**src/hw/rtl/isu_pkg.sv**
```systemverilog
// shared constants and types for the insertion sorter
`timescale 1ns / 1ps

package isu_pkg;

    localparam int MAX_LEN = 16;
    localparam int DATA_W  = 32;

    // command broadcast to every cell of the chain
    typedef struct packed {
        logic                     ins;
        logic                     shift;
        logic signed [DATA_W-1:0] value;
    } t_cmd;

    // what a cell shows to its neighbours
    typedef struct packed {
        logic                     valid;
        logic                     ge;
        logic signed [DATA_W-1:0] value;
    } t_cell;

endpackage

```
**src/hw/rtl/isu_cell.sv**
```systemverilog
// one sorting cell: holds a single stored value and its valid bit
`timescale 1ns / 1ps

module isu_cell
    import isu_pkg::*;
(
    input  logic  i_clk,
    input  logic  i_rst_n,
    input  t_cmd  i_cmd,
    input  t_cell i_lower,
    input  t_cell i_upper,
    output t_cell o_cell
);

    logic                     r_valid;
    logic signed [DATA_W-1:0] r_value;
    logic                     n_valid;
    logic signed [DATA_W-1:0] n_value;
    logic                     ge;

    // this cell moves up for the new value: empty, or strictly greater
    assign ge = !r_valid || (r_value > i_cmd.value);

    always_comb begin
        n_valid = r_valid;
        n_value = r_value;
        priority if (i_cmd.shift) begin
            n_valid = i_upper.valid;
            n_value = i_upper.value;
        end else if (i_cmd.ins) begin
            priority if (i_lower.ge) begin
                n_valid = i_lower.valid;
                n_value = i_lower.value;
            end else if (ge) begin
                n_valid = 1'b1;
                n_value = i_cmd.value;
            end else begin
                n_valid = r_valid;
                n_value = r_value;
            end
        end else begin
            n_valid = r_valid;
            n_value = r_value;
        end
    end

    always_ff @(posedge i_clk) begin
        if (!i_rst_n) begin
            r_valid <= 1'b0;
        end else begin
            r_valid <= n_valid;
        end
        r_value <= n_value;
    end

    assign o_cell.valid = r_valid;
    assign o_cell.ge    = ge;
    assign o_cell.value = r_value;

endmodule

```
**src/hw/rtl/insertion_sorter_unit.sv**
```systemverilog
// top level of the insertion sorter: cell chain, drain control and output register
//
// Usage
//   Input channel (i_valid / o_stall): one signed value per transaction,
//   i_final_req high on the last value of a list. While loading, one value is
//   taken every cycle; each is inserted into the cell chain in that cycle,
//   equal values keeping their arrival order. Up to MAX_LEN values are kept;
//   later ones are dropped and o_overflow is raised on that list's results.
//   Output channel (o_valid / i_stall): after the final value is taken, the
//   chain shifts towards cell 0 and, while the receiver does not stall, emits
//   one stored value per cycle in ascending order, o_end_of_list on the last
//   one. Each result passes from cell 0 into the output register. o_stall is
//   high for the whole drain, so the next list starts at the earliest in the
//   cycle after the last result was loaded.
//   A stall from the receiver holds the output register and halts the drain.
//   Reset empties the chain, clears the overflow mark and the output valid.
`timescale 1ns / 1ps

module insertion_sorter_unit
    import isu_pkg::*;
(
    input  logic                     i_clk,
    input  logic                     i_rst_n,
    input  logic                     i_valid,
    input  logic signed [DATA_W-1:0] i_value,
    input  logic                     i_final_req,
    output logic                     o_stall,
    output logic                     o_valid,
    output logic signed [DATA_W-1:0] o_sorted_value,
    output logic                     o_end_of_list,
    output logic                     o_overflow,
    input  logic                     i_stall
);

    t_cmd  cmd;
    t_cell cells [MAX_LEN];

    logic r_draining;
    logic r_drop;
    logic r_o_valid;
    logic signed [DATA_W-1:0] r_o_value;
    logic r_o_end;
    logic r_o_ovf;

    logic accept_in;
    logic full;
    logic emit;
    logic last;

    assign accept_in = i_valid && !r_draining;
    assign full      = cells[MAX_LEN-1].valid;
    assign emit      = r_draining && (!r_o_valid || !i_stall);

    assign cmd.ins   = accept_in && !full;
    assign cmd.shift = emit;
    assign cmd.value = i_value;

    genvar gi;
    generate
        for (gi = 0; gi < MAX_LEN; gi++) begin : g_cell
            t_cell lower;
            t_cell upper;
            if (gi == 0) begin : g_first
                assign lower = '0;
            end else begin : g_mid
                assign lower = cells[gi-1];
            end
            if (gi == MAX_LEN - 1) begin : g_top
                assign upper = '0;
            end else begin : g_below
                assign upper = cells[gi+1];
            end
            isu_cell u_cell (
                .i_clk   (i_clk),
                .i_rst_n (i_rst_n),
                .i_cmd   (cmd),
                .i_lower (lower),
                .i_upper (upper),
                .o_cell  (cells[gi])
            );
        end
        if (MAX_LEN == 1) begin : g_one
            assign last = 1'b1;
        end else begin : g_many
            assign last = !cells[1].valid;
        end
    endgenerate

    always_ff @(posedge i_clk) begin
        if (!i_rst_n) begin
            r_draining <= 1'b0;
            r_drop     <= 1'b0;
            r_o_valid  <= 1'b0;
        end else begin
            if (accept_in && full) begin
                r_drop <= 1'b1;
            end
            if (accept_in && i_final_req) begin
                r_draining <= 1'b1;
            end
            if (emit && last) begin
                r_draining <= 1'b0;
                r_drop     <= 1'b0;
            end
            if (emit) begin
                r_o_valid <= 1'b1;
            end else if (!i_stall) begin
                r_o_valid <= 1'b0;
            end
        end
        if (emit) begin
            r_o_value <= cells[0].value;
            r_o_end   <= last;
            r_o_ovf   <= r_drop;
        end
    end

    assign o_stall        = r_draining;
    assign o_valid        = r_o_valid;
    assign o_sorted_value = r_o_value;
    assign o_end_of_list  = r_o_end;
    assign o_overflow     = r_o_ovf;

endmodule

```
**config.mk**
```make
export PLATFORM = sky130hd
export DESIGN_NAME = insertion_sorter_unit
export DESIGN_NICKNAME = d
export VERILOG_FILES = /design/src/hw/rtl/isu_pkg.sv /design/src/hw/rtl/isu_cell.sv /design/src/hw/rtl/insertion_sorter_unit.sv
export SDC_FILE = /design/constraint.sdc
export NUM_CORES = 2
export LEC_CHECK = 0
export BUFFER_PORTS_ARGS = -buffer_cell sky130_fd_sc_hd__buf_2
export CAP_MARGIN = 15
export CORE_MARGIN = 2
export CORE_UTILIZATION = 40
export DETAILED_ROUTE_END_ITERATION = 8
export SLEW_MARGIN = 10
export SYNTH_ARGS = -nofsm -noshare
export SYNTH_HDL_FRONTEND = slang
export SYNTH_SLANG_ARGS = --single-unit
```
**constraint.sdc**
```tcl
create_clock -name i_clk -period 12.6 [get_ports i_clk]
set_input_delay 1.26 -clock i_clk [delete_from_list [all_inputs] [get_ports i_clk]]
set_output_delay 1.26 -clock i_clk [all_outputs]
set_load 0.01 [all_outputs]
```
==> results.txt <==
CP top delay family: buffers and inverters
Syn Area/Cell: 9.81 µm²
Max H-tree Level: 3
Prevailing post-synth register cell: edfxtp_1
Top-count cell post-synth: nand2_1
Post-CTS Setup Inserts: 0
Core ar.: 92100 µm²
Worst Hold Path Cells: 0
Final HPWL DP: 83800 µm
Std cell rows: 111
CP max stage cell: clkinv_1
Max-cap violations: 0
Routability cong.: 0.898
Slew Limit Fails: 0
Clock Latency Late Sink: 620 ps
Root Buffer Master: clkbuf_16
CP Capture Type: flop
Fraction of layout cells with a size suffix above 1: 6.92%
Top cells by area, synth: edfxtp_1 41%, ha_1 16%, o211ai_1 7.4%
Final setup violation count: 0
ANT nets after route: 0
First-pass DRT Iterations: 8
Drc violations: 0
Via Count: 30532
CP startpoint kind: input pin
Reg-to-reg slack, setup: 7820 ps
Critical path peak fanout: 34
Number of synthesized flops with an enable pin: 514
Synth cell count leaders: 664 x nand2_1, 514 x edfxtp_1, 480 x ha_1
P per Cell Area: 162 nW/µm²
Top-area cell type share of the netlist area: 41.4%
Synth Register Bits: 565
Post-Syn Area: 37300 µm²
Num Clock Sinks: 565
First-pass GRT wire length: 177000 µm
Slew @ Worst Pin: 1330 ps
Worst setup path class: in2reg
Die width: 309 µm
Avg Vias per Cell: 6.05
Setup_tns: 0 ps
Ys Warns: 0
Cts hold-fix bufs: 0
Clk_skew: 19.1 ps
Async SR Flop Fraction: 0%
GRT Residual Overflow: 0
Post-Syn Nets: 4318
Vias in the first global route: 28782
Die Y: 309 µm
Fin crit period: 5560 ps
Peak supply drop: 0.0000898 V
Instance count of the mapped netlist: 3801
Worst-path clk slew: 60 ps
Nets: 4261
Endpoints failing hold: 0
Yosys cell types: 65
Leak: 15.9 nW
Post-CTS Resized: 0
Fmax: 0.180 GHz
Delay of the slowest critical-path stage: 990 ps
TritonCTS clock tree: built
DRT iter0 DRCs: 3552
Synth-to-layout area growth: 10.1%
Max clock buf depth: 3
Die Area: 95700 µm²
Initial Util: 40.5%
Largest net degree at the start of global routing: 230
Slew headroom: 11.1%
Io pins: 73
Worst EP arrival: 5800 ps
Total wire length: 115000 µm
Critical path depth: 11
Worst Reg-to-Reg Cells: 9
FILL cells: 8799
Worst EP required: 12840 ps
CP cell instances: buf_2 -> inv_1 -> ha_1 -> nand4_1 -> nor3_1 -> nand4_1 -> nor4_4 -> buf_4 -> clkinv_1 -> a21oi_1 -> o21ai_4
Tcrit/Tclk final: 44.1%
Cell repeated most along the worst path: nand4_1
Status: finished clean
Cell taking the most area after synthesis: edfxtp_1
Wire length per cell: 22.8 µm
Post-layout util: 44.6%
Sequential share of the synthesized area: 44.1%
Global Route Usage Sum: 23.8%
Buffers added on ports: 72
RSZ-0062 raised after global routing: false
Worst Path Buf+Inv: 4
Hold WC Path Type: reg2reg
TritonCTS buffer count: 70
Antenna violations before repair: 7
cell usage in the layout (no fill, tap or decap), types with 51 or more instances in the layout:
master	netlist	routed
a21o_1	58	58
a21oi_1	213	211
buf_2	26	72
buf_4	2	55
clkbuf_16	0	73
dfxtp_1	51	51
edfxtp_1	514	514
ha_1	480	480
inv_1	72	72
mux2i_1	73	72
nand2_1	664	662
nand3_1	413	413
nand4_1	103	103
nor2_1	89	85
o211ai_1	366	366
o21ai_0	147	143
cell type report:
cell class | instances | area, µm² | share of cell area (%)
Antenna cell | 5 | 12.5 | 0.0305
Clock inverter | 35 | 260 | 0.634
Inverter | 74 | 285 | 0.695
Clock buffer | 92 | 1950 | 4.75
Tap cell | 1243 | 1560 | 3.79
Sequential cell | 565 | 16500 | 40.1
Timing Repair Buffer | 129 | 813 | 1.98
Multi-Input combinational cell | 2904 | 19700 | 48.0
routing by layer:
layer | share of wire [%] | wire [µm] | vias up | GRT usage [%]
met5 | 0.0087 | 10 | - | 0
met4 | 2.9 | 3360 | 2 | 8.06
met3 | 6.1 | 6980 | 169 | 2.32
met2 | 45 | 51300 | 1114 | 36.7
met1 | 46 | 53300 | 14719 | 34.7
li1 | - | - | 14528 | -
logic make-up (layout without fill, tap and decap cells):
| family | Yosys count | in the layout | share of synthesized area, % |
|---|---|---|---|
| other | 0 | 5 | 0 |
| and+or+nand+nor | 1368 | 1368 | 16.6 |
| muxes | 75 | 75 | 2.02 |
| DFF | 565 | 565 | 44.1 |
| adders and majority gates | 480 | 480 | 16.1 |
| AOI/OAI and AO/OA | 981 | 981 | 17.5 |
| buffers and inverters | 332 | 330 | 3.58 |
metrics by stage:
stage / instance area (µm²) / cells / worst slack, ps / total power, mW / hold slack (ps)
floorplan: 37300 / 3801 / 6610 / 4.06 / 409
CTS: 41000 / 5042 / 7130 / 6.67 / 431
finish: 41000 / 5047 / 7040 / 6.66 / 433
global route: 41000 / 5047 / 6840 / 7.04 / 446
global placement: 38800 / 4915 / 6550 / 4.64 / 417
detailed placement: 38800 / 4915 / 6480 / 4.68 / 421
flip-flops by register name, summed over array words and instances, names as in the netlist:
register / flops
o_stall: 1
g_cell.u_cell.r_value: 512
o_valid: 1
r_drop: 1
g_cell.u_cell.r_valid: 16
o_sorted_value: 32
o_end_of_list: 1
o_overflow: 1
path summary, 6_finish.rpt:
kind / from / end
max: i_value[24] / g_cell[2].u_cell.r_value[2]
min: r_drop / o_overflow
max reg2reg: g_cell[1].u_cell.r_value[31] / g_cell[2].u_cell.r_value[2]
min reg2reg: r_drop / o_overflow
power by group:
part | total [mW] | switching, mW | internal [mW]
clock | 1.99 | 0.840 | 1.15
combinational | 1.75 | 1.07 | 0.671
sequential | 2.93 | 0.348 | 2.58
total | 6.66 | 2.26 | 4.40
Power figures use the tool's default switching activity.
